==> src/sv/rpn_mem.sv <==
// Stack storage: one write port and one read port with registered read data.
// Contents are undefined until written; there is no reset on the array.
// Depends on nothing.
module rpn_mem #(
  parameter int unsigned DEPTH = 128,
  parameter int unsigned AW    = $clog2(DEPTH)
) (
  input  logic          clk_i,
  input  logic          wr_en_i,
  input  logic [AW-1:0] wr_addr_i,
  input  logic [31:0]   wr_data_i,
  input  logic          rd_en_i,
  input  logic [AW-1:0] rd_addr_i,
  output logic [31:0]   rd_data_o
);

  logic [31:0] mem_q [DEPTH];
  logic [31:0] rd_data_q;

  // Synchronous write.
  always_ff @(posedge clk_i) begin
    if (wr_en_i) begin
      mem_q[wr_addr_i] <= wr_data_i;
    end
  end

  // Synchronous read into a registered output.
  always_ff @(posedge clk_i) begin
    if (rd_en_i) begin
      rd_data_q <= mem_q[rd_addr_i];
    end
  end

  assign rd_data_o = rd_data_q;

endmodule

==> config.mk <==
export PLATFORM = sky130hd
export DESIGN_NAME = rpn_mem
export DESIGN_NICKNAME = d
export VERILOG_FILES = /design/src/sv/rpn_mem.sv
export SDC_FILE = /design/constraint.sdc
export NUM_CORES = 2
export LEC_CHECK = 0
export ABC_AREA = 0
export BUFFER_PORTS_ARGS = -buffer_cell sky130_fd_sc_hd__buf_4
export CAP_MARGIN = 20
export CORE_MARGIN = 2
export CORE_UTILIZATION = 65
export CTS_CLUSTER_SIZE = 28
export DETAILED_ROUTE_END_ITERATION = 8
export PLACE_DENSITY = 0.81
export SKIP_LAST_GASP = 1
export SLEW_MARGIN = 30
export SYNTH_ARGS = -nofsm -noshare
export SYNTH_HDL_FRONTEND = slang
export SYNTH_SLANG_ARGS = --single-unit
==> constraint.sdc <==
create_clock -name clk_i -period 6.4 [get_ports clk_i]
set_clock_uncertainty 0.1 [all_clocks]
set_input_delay 0.32 -clock clk_i [delete_from_list [all_inputs] [get_ports clk_i]]
set_output_delay 0.32 -clock clk_i [all_outputs]
set_load 0.1 [all_outputs]
======== Word-level counts from Yosys, hierarchy flattened ========
Memory sizes are Yosys's and may differ from the RTL's. A register that Yosys moved wholly into a read port is not among the register bits.
Cells that the tools add are included.
cells by class
  mux-type cells .......................... 2
operators by type and width
  kind               number
  two-way mux 1 bit  2
word-level totals
  bits in registers ....................... 0
  memories kept ........................... 1
  output and inout port bits .............. 32
  word-level logic and storage cells ...... 3
  input bits .............................. 49
  RAM bits ................................ 4096
memory list
  name   depth  width  read ports  clocked after memory_dff  write ports  line  text
  mem_q  128    32     1           1                         1            17    logic [31:0] mem_q [DEPTH];

======== Depth between registers and ports, before layout ========
  depth in word-level cells ............... 2
  mapped depth ............................ 8
  gate-level depth less buffers ........... 4

======== Worst setup path before layout ========
OpenSTA, ideal clock, no wires.
  path kind ............................... in2reg
  from .................................... in wr_en_i
  to ...................................... mem mem_q[98][0] (enable)
  cell stages on the path ................. 3
  data required time ...................... 5.839 ns
  arrival ................................. 3.098 ns
  path slack .............................. 2.741 ns
  buffers on the path ..................... 1
  path through ............................ clkbuf_1 > nand4_1 > nor3_1
on the way
  longest elaborated chain between the ends .. 2
ends and longest elaborated chain
  what                                     line  text
  start: declaration                       9     input logic wr_en_i,
  two-way mux 1 bit                        22    if (wr_en_i) begin
  two-way mux 1 bit (not written as such)  23    mem_q[wr_addr_i] <= wr_data_i;
  end: declaration                         17
No other way between the ends.

==> run metrics <==
status=finished, final reports clean; CTS Buf Count=402; Logic pwr share=5.7%; M2 GR Usage=65.29%; wire length per cell=50.62 microns; Final min period=3.471 ns; Final HPWL DP=240700 microns; HP Class=input port to flop; first-pass GRT wire length=687200 microns; Avg Inst Size Synth=26.14 sq um; synth cell count leaders=edfxtp_1, mux4_2, clkbuf_1; CP Launch Type=input port; core area=240100 sq um; ys async rst share=0%; initial core utilization=65.23%; Die Footprint=244900 sq um; Seq cells post-synth=4128; setup TNS=0 ns; drt pass-1 iters=6; most common cell in the netlist=edfxtp_1; synth warn=0; crit path DAT=4.15 ns; switching power=0.01314 W; vias=80020; switching share of power=22.64%; Worst-Margin Slew=1.083 ns; largest vdd supply drop=0.0003854 V; EDFF count, synth=4128; vias in the first global route=79330; Final Setup Violations=0; worst skew pair latency=1.09 ns; largest net degree at the start of global routing=103; global route overflow=0; clk slew on worst S/H paths=0.07 ns; CTS root buf=clkbuf_16; Die H=494.8 microns; share of layout cells above drive strength 1=35.78%; row cnt=180; Post-Syn Nets=6039; CTS tree=yes; CTS H-tree lvls=5; post-synthesis instance total=5990; Final ANT Viol Nets=0; area leader, netlist=edfxtp_1; final wirelength=507500 microns; fin crit share=54.24%; number of buffer cells added on primary ports=80; largest cells by area after synthesis=edfxtp_1, mux4_2, clkbuf_1, nor2_1, buf_2; CTS Sinks=4128; initial antenna violation count=89; met3 Track Usage GR=11.05%; Yosys cell types=16; P per Cell Area=327.7 nW/um^2; Lkg Pwr=54.50 nW; Tot GR Track Use=42.21%; DRC=0; Top Ports=81; vias per cell=7.982; max-cap violation count=0; initial DRC count=17650; Setup Buffers After CTS=0; Int Power=0.04491 W; proportion of power drawn by the clock network=42.6%; Worst Setup Path Type=input port to flop; busiest grt layer=met2; Pwr Total=0.05806 W; post-synthesis sequential area ratio=79.16%; crit-path max FO=74; GP Congestion=0.8440; Cell Area, Synth=156600 sq um; Clock Path Buffers=4; top-area cell type share of the netlist area=79.16%; GR met1 Demand/Resource=52.42%; nets=6508; die width=494.8 microns; Primary FF master, synth=edfxtp_1; sequential share of power=51.6%; unrepaired setup endpoints after global routing=false; Final Slew Violations=0; Setup crit end kind=flop; final-report hold violation count=0; Peak Freq=288.1 MHz; slew margin rel.=27.63%; Layout area overhead=13.12%; Worst EP required=7.08 ns
## cells by family (layout without fill, tap and decap cells)
| family | count (synthesis) | after routing | synth area share [%] |
|---|---|---|---|
| flip-flops | 4128 | 4128 | 79.16 |
| other | 0 | 63 | 0 |
| AND/OR/NAND/NOR | 170 | 170 | 0.4450 |
| multiplexers | 1376 | 1376 | 19.56 |
| buffers and inverters | 316 | 1103 | 0.8373 |
## cell type report
type / instances / area, sq um
clock inverter: 247 / 2715
timing repair buffer: 381 / 3558
clock buffer: 475 / 10440
tap: 3185 / 3985
fill: 11500 / 62940
multi-input combinational: 1546 / 32330
antenna: 63 / 157.7
sequential: 4128 / 124000
## power by group through the flow
| stage | Combinational, W | Clock, W | Sequential [W] |
|---|---|---|---|
| floorplan | 0.00144 | 0 | 0.0307 |
| global route | 0.00331 | 0.0255 | 0.0300 |
| finish | 0.00333 | 0.0247 | 0.0300 |
| CTS | 0.00320 | 0.0246 | 0.0300 |
| global placement | 0.00292 | 0 | 0.0305 |
| detailed placement | 0.00302 | 0 | 0.0305 |
## state kept, by name (all words and copies together), names as in the netlist
name       count
mem_q       4096
rd_data_o     32
## repair_timing
action                                  CTS  global route
hold buffers                             39             0
resized for setup                         0             0
endpoints found under the hold margin  1911             0
## critical path: stages
cell and delay (ns):
buf_8 0.55, buf_4 0.68, buf_4 0.38, mux4_2 0.42
mux4_2 0.55, mux4_2 0.64, mux2_2 0.32
## layout by cell type (no fill, tap or decap)
cell | Yosys | final
buf_12 | 0 | 30
buf_16 | 0 | 9
buf_4 | 3 | 294
buf_6 | 2 | 6
buf_8 | 0 | 3
bufinv_16 | 0 | 56
clkbuf_1 | 182 | 68
clkbuf_16 | 0 | 407
clkinv_1 | 0 | 82
clkinv_16 | 0 | 1
clkinv_2 | 0 | 74
clkinv_4 | 0 | 6
clkinv_8 | 0 | 5
clkinvlp_4 | 0 | 17
diode_2 | 0 | 63
dlygate4sd3_1 | 0 | 39
edfxtp_1 | 4128 | 4128
inv_16 | 0 | 1
inv_6 | 0 | 5
mux2_2 | 32 | 32
mux4_2 | 1344 | 1344
nand2_1 | 14 | 14
nand2b_1 | 2 | 2
nand3_1 | 12 | 5
nand3_2 | 0 | 5
nand3_4 | 0 | 2
nand4_1 | 3 | 3
nor2_1 | 122 | 3
nor2_4 | 0 | 119
nor2b_1 | 7 | 7
nor3_2 | 0 | 7
nor3_4 | 0 | 2
or3_1 | 1 | 1
## worst paths after layout
path	end	slack, ns	depth (start not counted)	from
max	rd_data_o[29]	2.93	7	rd_addr_i[2]
min	mem_q[98][11]	0.04	4	wr_addr_i[5]
max reg2reg	rd_data_o[24]	3.25	4	mem_q[61][24]
min reg2reg	rd_data_o[19]	1.14	4	mem_q[17][19]
## metal layers
layer | wire (microns) | up-vias
met5 | 339 | -
met3 | 73610 | 2090
li1 | - | 27390
met1 | 144100 | 41160
met2 | 243600 | 9327
met4 | 45850 | 50
## stage by stage
step                utilization (%)  hold slack, ns  instances  cell area [sq um]  worst slack (ns)
floorplan                         -          0.3189       5990             156600             2.741
global placement              67.94          0.5785       9189             163100             2.203
detailed placement            68.01          0.6192       9195             163300             2.155
CTS                           73.66         0.09574       9956             176800             3.099
global route                  73.75         0.01253       9994             177100             3.054
finish                        73.78         0.04070      10030             177100             2.929
No activity file was read; power rests on OpenSTA's default activity.
