`src/sv/rpn_pkg.sv`:
```
// Shared types and constants for the RPN stack calculator.
// Holds the item structs, operation and status codes, and the ALU request type.
// No dependencies.
package rpn_pkg;

  // Operation codes carried by each input item.
  typedef enum logic [2:0] {
    OP_PUSH = 3'd0,
    OP_ADD  = 3'd1,
    OP_SUB  = 3'd2,
    OP_MUL  = 3'd3,
    OP_MOD  = 3'd4,
    OP_POW  = 3'd5,
    OP_DIV  = 3'd6,
    OP_EMIT = 3'd7
  } op_e;

  // Status codes carried by each result item.
  typedef enum logic [1:0] {
    ST_OK    = 2'd0,
    ST_UNDER = 2'd1,
    ST_OVER  = 2'd2
  } status_e;

  // Answer pushed for a division or modulo by zero.
  localparam logic [31:0] DIV_ZERO_ANSWER = 32'd2000000000;

  // Input item.
  typedef struct packed {
    op_e                operation;
    logic signed [31:0] operand_value;
  } in_t;

  // Result item.
  typedef struct packed {
    logic signed [31:0] result_value;
    status_e            status;
  } out_t;

  // Request from the stack controller to the arithmetic unit.
  typedef struct packed {
    logic start;
    op_e  op;
  } alu_req_t;

endpackage

```
`src/sv/rpn_alu.sv`:
```
// Multi-cycle arithmetic unit: add, sub, mul, truncating div/mod, and pow.
// Division is restoring, one quotient bit per cycle; pow is square-and-multiply
// on one shared 32x32 multiplier. Depends on rpn_pkg.
module rpn_alu (
  input  logic              clk_i,
  input  logic              rst_ni,
  input  rpn_pkg::alu_req_t req_i,
  input  logic [31:0]       a_i,
  input  logic [31:0]       b_i,
  output logic              done_o,
  output logic [31:0]       result_o
);

  localparam logic [2:0] A_IDLE    = 3'd0;
  localparam logic [2:0] A_DIV     = 3'd1;
  localparam logic [2:0] A_DIV_FIX = 3'd2;
  localparam logic [2:0] A_POW_M   = 3'd3;
  localparam logic [2:0] A_POW_S   = 3'd4;
  localparam logic [2:0] A_DONE    = 3'd5;

  logic [2:0]  state_q, state_d;
  logic [31:0] res_q, res_d;
  logic [31:0] quo_q, quo_d;
  logic [31:0] rem_q, rem_d;
  logic [31:0] dvs_q, dvs_d;
  logic [4:0]  cnt_q, cnt_d;
  logic        mod_q, mod_d;
  logic        qneg_q, qneg_d;
  logic        rneg_q, rneg_d;
  logic [31:0] acc_q, acc_d;
  logic [31:0] base_q, base_d;
  logic [30:0] exp_q, exp_d;

  logic [31:0] mul_x, mul_y, mul_p;
  logic [31:0] a_mag, b_mag;
  logic [32:0] shifted, diff;

  // Shared multiplier: operands come from the pow registers while raising.
  always_comb begin
    unique case (state_q)
      A_POW_M: begin
        mul_x = acc_q;
        mul_y = base_q;
      end
      A_POW_S: begin
        mul_x = base_q;
        mul_y = base_q;
      end
      default: begin
        mul_x = a_i;
        mul_y = b_i;
      end
    endcase
  end

  assign mul_p = mul_x * mul_y;

  // Operand magnitudes for the divider.
  assign a_mag = a_i[31] ? (32'd0 - a_i) : a_i;
  assign b_mag = b_i[31] ? (32'd0 - b_i) : b_i;

  // One restoring division step.
  assign shifted = {rem_q, quo_q[31]};
  assign diff    = shifted - {1'b0, dvs_q};

  // Next-state logic.
  always_comb begin
    state_d = state_q;
    res_d   = res_q;
    quo_d   = quo_q;
    rem_d   = rem_q;
    dvs_d   = dvs_q;
    cnt_d   = cnt_q;
    mod_d   = mod_q;
    qneg_d  = qneg_q;
    rneg_d  = rneg_q;
    acc_d   = acc_q;
    base_d  = base_q;
    exp_d   = exp_q;
    unique case (state_q)
      A_IDLE: begin
        if (req_i.start) begin
          unique case (req_i.op)
            rpn_pkg::OP_ADD: begin
              res_d   = a_i + b_i;
              state_d = A_DONE;
            end
            rpn_pkg::OP_SUB: begin
              res_d   = a_i - b_i;
              state_d = A_DONE;
            end
            rpn_pkg::OP_MUL: begin
              res_d   = mul_p;
              state_d = A_DONE;
            end
            rpn_pkg::OP_MOD, rpn_pkg::OP_DIV: begin
              if (b_i == 32'd0) begin
                res_d   = rpn_pkg::DIV_ZERO_ANSWER;
                state_d = A_DONE;
              end else begin
                quo_d   = a_mag;
                rem_d   = 32'd0;
                dvs_d   = b_mag;
                cnt_d   = 5'd0;
                mod_d   = (req_i.op == rpn_pkg::OP_MOD);
                qneg_d  = a_i[31] ^ b_i[31];
                rneg_d  = a_i[31];
                state_d = A_DIV;
              end
            end
            rpn_pkg::OP_POW: begin
              // A zero or negative exponent gives one.
              if (b_i[31] || (b_i == 32'd0)) begin
                res_d   = 32'd1;
                state_d = A_DONE;
              end else begin
                acc_d   = 32'd1;
                base_d  = a_i;
                exp_d   = b_i[30:0];
                state_d = A_POW_M;
              end
            end
            default: begin
              res_d   = 32'd0;
              state_d = A_DONE;
            end
          endcase
        end
      end
      A_DIV: begin
        if (!diff[32]) begin
          rem_d = diff[31:0];
          quo_d = {quo_q[30:0], 1'b1};
        end else begin
          rem_d = shifted[31:0];
          quo_d = {quo_q[30:0], 1'b0};
        end
        cnt_d = cnt_q + 5'd1;
        if (cnt_q == 5'd31) begin
          state_d = A_DIV_FIX;
        end
      end
      A_DIV_FIX: begin
        // Remainder takes the sign of a; quotient truncates toward zero.
        if (mod_q) begin
          res_d = rneg_q ? (32'd0 - rem_q) : rem_q;
        end else begin
          res_d = qneg_q ? (32'd0 - quo_q) : quo_q;
        end
        state_d = A_DONE;
      end
      A_POW_M: begin
        if (exp_q[0]) begin
          acc_d = mul_p;
        end
        state_d = A_POW_S;
      end
      A_POW_S: begin
        base_d = mul_p;
        exp_d  = {1'b0, exp_q[30:1]};
        if (exp_q[30:1] == 30'd0) begin
          res_d   = acc_q;
          state_d = A_DONE;
        end else begin
          state_d = A_POW_M;
        end
      end
      A_DONE: begin
        state_d = A_IDLE;
      end
      default: begin
        state_d = A_IDLE;
      end
    endcase
  end

  // Control state.
  always_ff @(posedge clk_i or negedge rst_ni) begin
    if (!rst_ni) begin
      state_q <= A_IDLE;
    end else begin
      state_q <= state_d;
    end
  end

  // Datapath registers.
  always_ff @(posedge clk_i) begin
    res_q  <= res_d;
    quo_q  <= quo_d;
    rem_q  <= rem_d;
    dvs_q  <= dvs_d;
    cnt_q  <= cnt_d;
    mod_q  <= mod_d;
    qneg_q <= qneg_d;
    rneg_q <= rneg_d;
    acc_q  <= acc_d;
    base_q <= base_d;
    exp_q  <= exp_d;
  end

  assign done_o   = (state_q == A_DONE);
  assign result_o = res_q;

endmodule

```
`config.mk`:
```
export PLATFORM = sky130hd
export DESIGN_NAME = rpn_alu
export DESIGN_NICKNAME = d
export VERILOG_FILES = /design/src/sv/rpn_pkg.sv /design/src/sv/rpn_alu.sv
export SDC_FILE = /design/constraint.sdc
export NUM_CORES = 2
export LEC_CHECK = 0
export BUFFER_PORTS_ARGS = -buffer_cell sky130_fd_sc_hd__buf_2
export CAP_MARGIN = 20
export CORE_ASPECT_RATIO = 1.5
export CORE_MARGIN = 10
export CORE_UTILIZATION = 60
export DETAILED_ROUTE_END_ITERATION = 12
export GPL_TIMING_DRIVEN = 0
export PLACE_DENSITY = 0.83
export REMOVE_ABC_BUFFERS = 1
export SLEW_MARGIN = 40
export SYNTH_ARGS = -nofsm -noshare
export SYNTH_HDL_FRONTEND = slang
export SYNTH_SLANG_ARGS = --single-unit
```
`constraint.sdc`:
```
create_clock -name clk_i -period 17.9 [get_ports clk_i]
set_input_delay 3.58 -clock clk_i [delete_from_list [all_inputs] [get_ports clk_i]]
set_output_delay 3.58 -clock clk_i [all_outputs]
set_load 0.03 [all_outputs]
```
# After elaboration in Yosys (flattened, before gate mapping)
# Index checks and enable logic that the tools add are counted.
# totals
word_cells	109
memories	0
rom_bits	0
inputBits	70
latch_bits	0
out_inout_bits	33
ramBits	0
reg_bits	234
# classes
muxes	47
n_eq_ne	22
add_sub_neg	8
div	0
multipliers	1
n_shift	0
magnitude_cmp	0
reduce_logical	16
n_bitwise	2
# ops
op	count
32-bit 2-to-1 mux	23
32-bit case mux with 2 select lines	5
32-bit case mux with 5 select lines	1
1-bit by 32-bit subtractor with 32-bit output, first input constant	4
31-bit 2-to-1 mux	4
32-bit case mux with 3 select lines	1
31-bit case mux with 2 select lines	1
33-bit by 32-bit subtractor with 33-bit output	1
32-bit adder	1
32-bit zero test	1
32-bit by 32-bit multiplier with 32-bit output	1
32-bit subtractor	1
30-bit zero test	1
3-bit equality test, second input constant	5
3-bit 2-to-1 mux	5
5-bit 2-to-1 mux	3
3-bit case mux with 5 select lines	1
3-bit by 2-bit equality test with 1-bit output, second input constant	4
2-bit inequality test, second input constant	6
4-bit AND reduction	3
5-bit case mux with 2 select lines	1
5-bit AND reduction	2
3-bit by 1-bit equality test with 1-bit output, second input constant	2
3-bit inequality test, second input constant	2
13 further kinds	17

# Logic depth before layout (Yosys ltp)
# depth
ltp_word	7
mapped_depth	37
depth_no_buf	30

# Worst setup path before layout
# No wires, ideal clock.
# synth_path
path_kind	in2reg
from	input b_i[7]
to	register res_q[30] (netlist: result_o[30]) (data pin)
stages	26
setup_slack_ns	6.715
setup_ns	0.266
arrival_time_ns	10.918
required_time_ns	17.634
cell_sequence	clkbuf_1 > mux2i_1 > clkbuf_1 > nor2_1 > fa_1 > fa_1 > fa_1 > inv_1 > fa_1 > inv_1 > fa_1 > inv_1 > fa_1 > inv_1 > fa_1 > fa_1 > ha_1 > clkbuf_1 > and3_1 > nand3_1 > o311a_1 > or3_1 > a31oi_1 > mux2_2 > o21ai_0 > nand4_1
# synth_between
elab_chain_len	5
word_cells_on_any_way	7
classes_between	2 x add/sub; 1 x mul; 4 x mux
# synth_lines
element	line	source
start: declaration	rpn_alu.sv:9	input logic [31:0] b_i,
32-bit 2-to-1 mux	rpn_alu.sv:40	unique case (state_q)
32-bit by 32-bit multiplier with 32-bit output	rpn_alu.sv:56	assign mul_p = mul_x * mul_y;
32-bit case mux with 5 select lines (*)	rpn_alu.sv:83	unique case (req_i.op)
32-bit 2-to-1 mux (*)	rpn_alu.sv:82	if (req_i.start) begin
32-bit case mux with 3 select lines (*)	rpn_alu.sv:80	unique case (state_q)
named net res_d[30]	rpn_alu.sv:22	logic [31:0] res_q, res_d;
end signal: assignment	rpn_alu.sv:188	res_q <= res_d;
end: declaration	rpn_alu.sv:22	
# The timed path passes the listed nets; every way through them passes the cells marked *. The select of a mux whose other input is x is not followed.
# A chain may end at the register's enable or synchronous reset.

# Final worst setup path
# layout_path
from	input a_i[10]
to	register res_q[31] (netlist: result_o[31]) (data pin)
# layout_between
elab_chain_len	5
word_cells_on_any_way	7
classes_between	2 x add/sub; 1 x mul; 4 x mux
# layout_lines
element	line	source
start: declaration	rpn_alu.sv:8	input logic [31:0] a_i,
32-bit case mux with 2 select lines	rpn_alu.sv:40	
32-bit by 32-bit multiplier with 32-bit output	rpn_alu.sv:56	
32-bit case mux with 5 select lines (*)	rpn_alu.sv:83	
32-bit 2-to-1 mux (*)	rpn_alu.sv:82	
32-bit case mux with 3 select lines (*)	rpn_alu.sv:80	
named net res_d[31]	rpn_alu.sv:22	
# Marked as above.

==> insert_results.sql <==
INSERT INTO impl_metrics (metric_group, metric, value, unit) VALUES
('cts', 'ctsRootBufferMaster', 'sky130_fd_sc_hd__clkbuf_16', ''),
('global_routing', 'wire_length_of_the_first_global_routing_pass', '175000', 'µm'),
('setup_path', 'worstSetupPathType', 'input pin to register', ''),
('status', 'outcome', 'finished clean', ''),
('setup_path', 'r2r-end', 'result_o[31]', ''),
('sta', 'tightestPinTransition', '0.939', 'ns'),
('synthesis', 'synth_enable_flop_cells', '231', ''),
('cts', 'cts_post_setup_buffers_inserted', '0', ''),
('detailed_routing', 'via_per_inst', '6.51', ''),
('setup_path', 'worst-path-buf-inv', '7', ''),
('setup_path', 'worst-r2r-setup-slack', '7.00', 'ns'),
('cts', 'cts.hold.buffers_added', '0', ''),
('setup_path', 'critical-path-top-delay-family', 'adder cells', ''),
('worst_hold_path', 'whs_path_depth', '2', ''),
('detailed_routing', 'detail-route-antenna-nets', '0', ''),
('synthesis', 'synth-seq-area-share', '21.5', '%'),
('cts', 'clock_sink_count', '234', ''),
('synthesis', 'ys_seq_elements', '234', ''),
('synthesis', 'postSynth.asyncResetShare', '1.28', '%'),
('global_routing', 'grt_pass1_vias', '29700', ''),
('cts', 'worst_setup_hold_path_clk_slew', '0.07', 'ns'),
('setup_path', 'crit_arrival', '12.39', 'ns'),
('die', 'dieHeight', '306', 'µm'),
('sta', 'period_minus_slack', '12.12', 'ns'),
('layout', 'area_occupied_by_multi_input_gates', '23800', 'µm²'),
('global_routing', 'antenna_violations_before_repair', '12', ''),
('setup_path', 'kind_of_capture_point_of_the_worst_setup_path', 'register', ''),
('layout', 'drive_gt1_share', '9.69', '%'),
('cts', 'clock_tree_from_tritoncts', 'built', ''),
('sta', 'worst_clock_skew', '0.0229', 'ns'),
('sta', 'timing.final.crit_share', '67.7', '%'),
('setup_path', 'crit_path_start', 'a_i[10]', ''),
('synthesis', 'syn_avg_cell_area', '8.88', 'µm²'),
('sta', 'setup-tns-final', '0', 'ns'),
('layout', 'ff_latch_area', '7020', 'µm²'),
('setup_path', 'startpoint_type', 'input pin', ''),
('setup_path', 'r2r.worst_path.cells', '31', ''),
('layout', 'area_growth_syn_to_layout', '8.74', '%'),
('layout', 'net_total_in_the_final_layout', '4389', ''),
('setup_path', 'cp.required', '18.17', 'ns'),
('die', 'die_w', '211', 'µm'),
('cts', 'htree_levels', '1', ''),
('synthesis', 'synthTopCellsByArea', 'sky130_fd_sc_hd__fa_1 25%, sky130_fd_sc_hd__edfxtp_1 21%, sky130_fd_sc_hd__ha_1 7.4%', ''),
('synthesis', 'netlist_area', '32700', 'µm²'),
('cts', 'cts_resizes', '0', ''),
('die', 'num_rows', '104', ''),
('layout', 'fill_cells', '4312', ''),
('detailed_routing', 'via_count', '28900', ''),
('place', 'dp.final_hpwl', '93300', 'µm'),
('synthesis', 'synthDominantCellAreaShare', '25.1', '%'),
('sta', 'max_freq', '82.5', 'MHz'),
('die', 'die_outline_area', '64400', 'µm²'),
('synthesis', 'synthCells', '3682', ''),
('global_routing', 'groute.usage.overall', '36.5', '%'),
('place', 'gp_congestion', '1.04', ''),
('detailed_routing', 'wl_per_cell', '26.5', 'µm'),
('place', 'place.port_buffers', '102', ''),
('cts', 'numCtsBuffers', '23', ''),
('global_routing', 'overflow', '0', ''),
('setup_path', 'cpPeakStageDelay', '0.54', 'ns'),
('synthesis', 'synth_largest_area_cell', 'sky130_fd_sc_hd__fa_1', ''),
('sta', 'final_hold_viol_count', '0', ''),
('cts', 'clockBufferDepth', '3', ''),
('die', 'starting_density_of_the_core', '60.7', '%'),
('detailed_routing', 'wirelength', '118000', 'µm'),
('sta', 'unrepaired_setup_endpoints_after_global_routing', 'false', ''),
('sta', 'total_setup_violations_reported_at_the_end_of_the_flow', '0', ''),
('setup_path', 'critical-path-top-cell-by-count', 'sky130_fd_sc_hd__fa_1', ''),
('cts', 'clk_latency', '0.57', 'ns'),
('detailed_routing', 'first_iter_violations', '3014', ''),
('setup_path', 'endpoint', 'result_o[31]', '');
==> area by class of cell <==
type / instances / area share, %
multi-input cells: 2801 / 66.9
flip-flops and latches: 234 / 19.7
inverters: 468 / 4.94
repair buffers: 189 / 3.81
well taps: 689 / 2.43
clock buffers: 23 / 1.62
clock inverters: 19 / 0.539
diodes: 9 / 0.0634
==> state kept, by name, indices dropped and copies added (netlist names) <==
signal / cells
cnt_q: 5
state_q: 3
result_o: 32
dvs_q: 32
acc_q: 32
base_q: 32
quo_q: 32
exp_q: 31
rem_q: 32
qneg_q: 1
rneg_q: 1
mod_q: 1
==> placed cells by master, fill, tap and decap left out, drive strengths merged, types with 121 or more instances in the layout <==
master    n
xnor2   163
inv     470
xor2    121
buf     186
nor2    481
edfxtp  231
nand2   488
fa      410
ha      192
o21ai   177
==> metrics by stage <==
| step | cell area [µm²] | cells | setup WS [ns] | util (%) | hold WS [ns] |
|---|---|---|---|---|---|
| 2_1_floorplan | 32000 | 3503 | 5.61 | - | 0.510 |
| 3_3_place_gp | 33400 | 4294 | 1.42 | 61.9 | 0.517 |
| 3_5_place_dp | 34700 | 4381 | 5.55 | 64.5 | 0.526 |
| 4_1_cts | 35500 | 4423 | 6.09 | 65.9 | 0.541 |
| 5_1_grt | 35500 | 4427 | 5.63 | 65.9 | 0.569 |
| 6_report | 35500 | 4432 | 5.78 | 66.0 | 0.544 |
==> tightest hold or removal path, cell delays in order, from the launching register on <==
cell and delay [ns]:
sky130_fd_sc_hd__edfxtp_1 0.34, sky130_fd_sc_hd__nand2_1 0.05, sky130_fd_sc_hd__nand2_1 0.05
==> cell usage after synthesis, drive strengths merged, types with 7 or more instances <==
| cell type | instances |
|---|---|
| a221oi | 7 |
| mux2 | 28 |
| edfxtp | 231 |
| nand4 | 8 |
| a211oi | 28 |
| o21bai | 8 |
| nand3 | 27 |
| o22ai | 30 |
| a22oi | 9 |
| a221o | 17 |
| nor3 | 31 |
| mux2i | 56 |
| o21a | 17 |
| o31ai | 47 |
| and3 | 8 |
| nor4 | 21 |
| fa | 410 |
| nor2 | 481 |
| a21o | 42 |
| o211ai | 12 |
| o21ai | 177 |
| and2 | 17 |
| ha | 192 |
| nand2b | 55 |
| or4 | 16 |
| a21oi | 110 |
| nor2b | 14 |
| clkbuf | 141 |
| nand2 | 488 |
| a31oi | 30 |
| a31o | 17 |
| o221ai | 9 |
| inv | 466 |
| or3 | 36 |
| buf | 38 |
| xor2 | 121 |
| xnor2 | 163 |
| o41ai | 10 |
==> worst min-delay path by stage <==
stage                     startpoint         to  slack [ns]
after floorplan            exp_q[16]  exp_q[15]        0.51
after global placement     exp_q[13]  exp_q[12]        0.52
after detailed placement    exp_q[9]   exp_q[8]        0.53
after CTS                   exp_q[9]   exp_q[8]        0.54
after global routing       exp_q[26]  exp_q[25]        0.57
final                       exp_q[9]   exp_q[8]        0.54
==> cell families after synthesis <==
kind of cell / Yosys count / synth area share [%]
compound gates: 607 / 12.1
xor+xnor: 287 / 7.82
fa+ha+maj: 602 / 32.5
buf+inv: 647 / 7.52
flops: 234 / 21.5
mux: 84 / 2.68
simple gates: 1221 / 16.0
==> metal layers <==
metal,vias to the layer above,share of wire [%],GRT usage [%]
met3,686,10,8.43
met4,8,11,34.3
li1,12200,-,-
met5,-,0.064,0
met1,13900,31,37.4
met2,1987,48,60.7
Power is not shown: default switching activity piles up to over one toggle a cycle in this logic, so the estimate is an artifact.
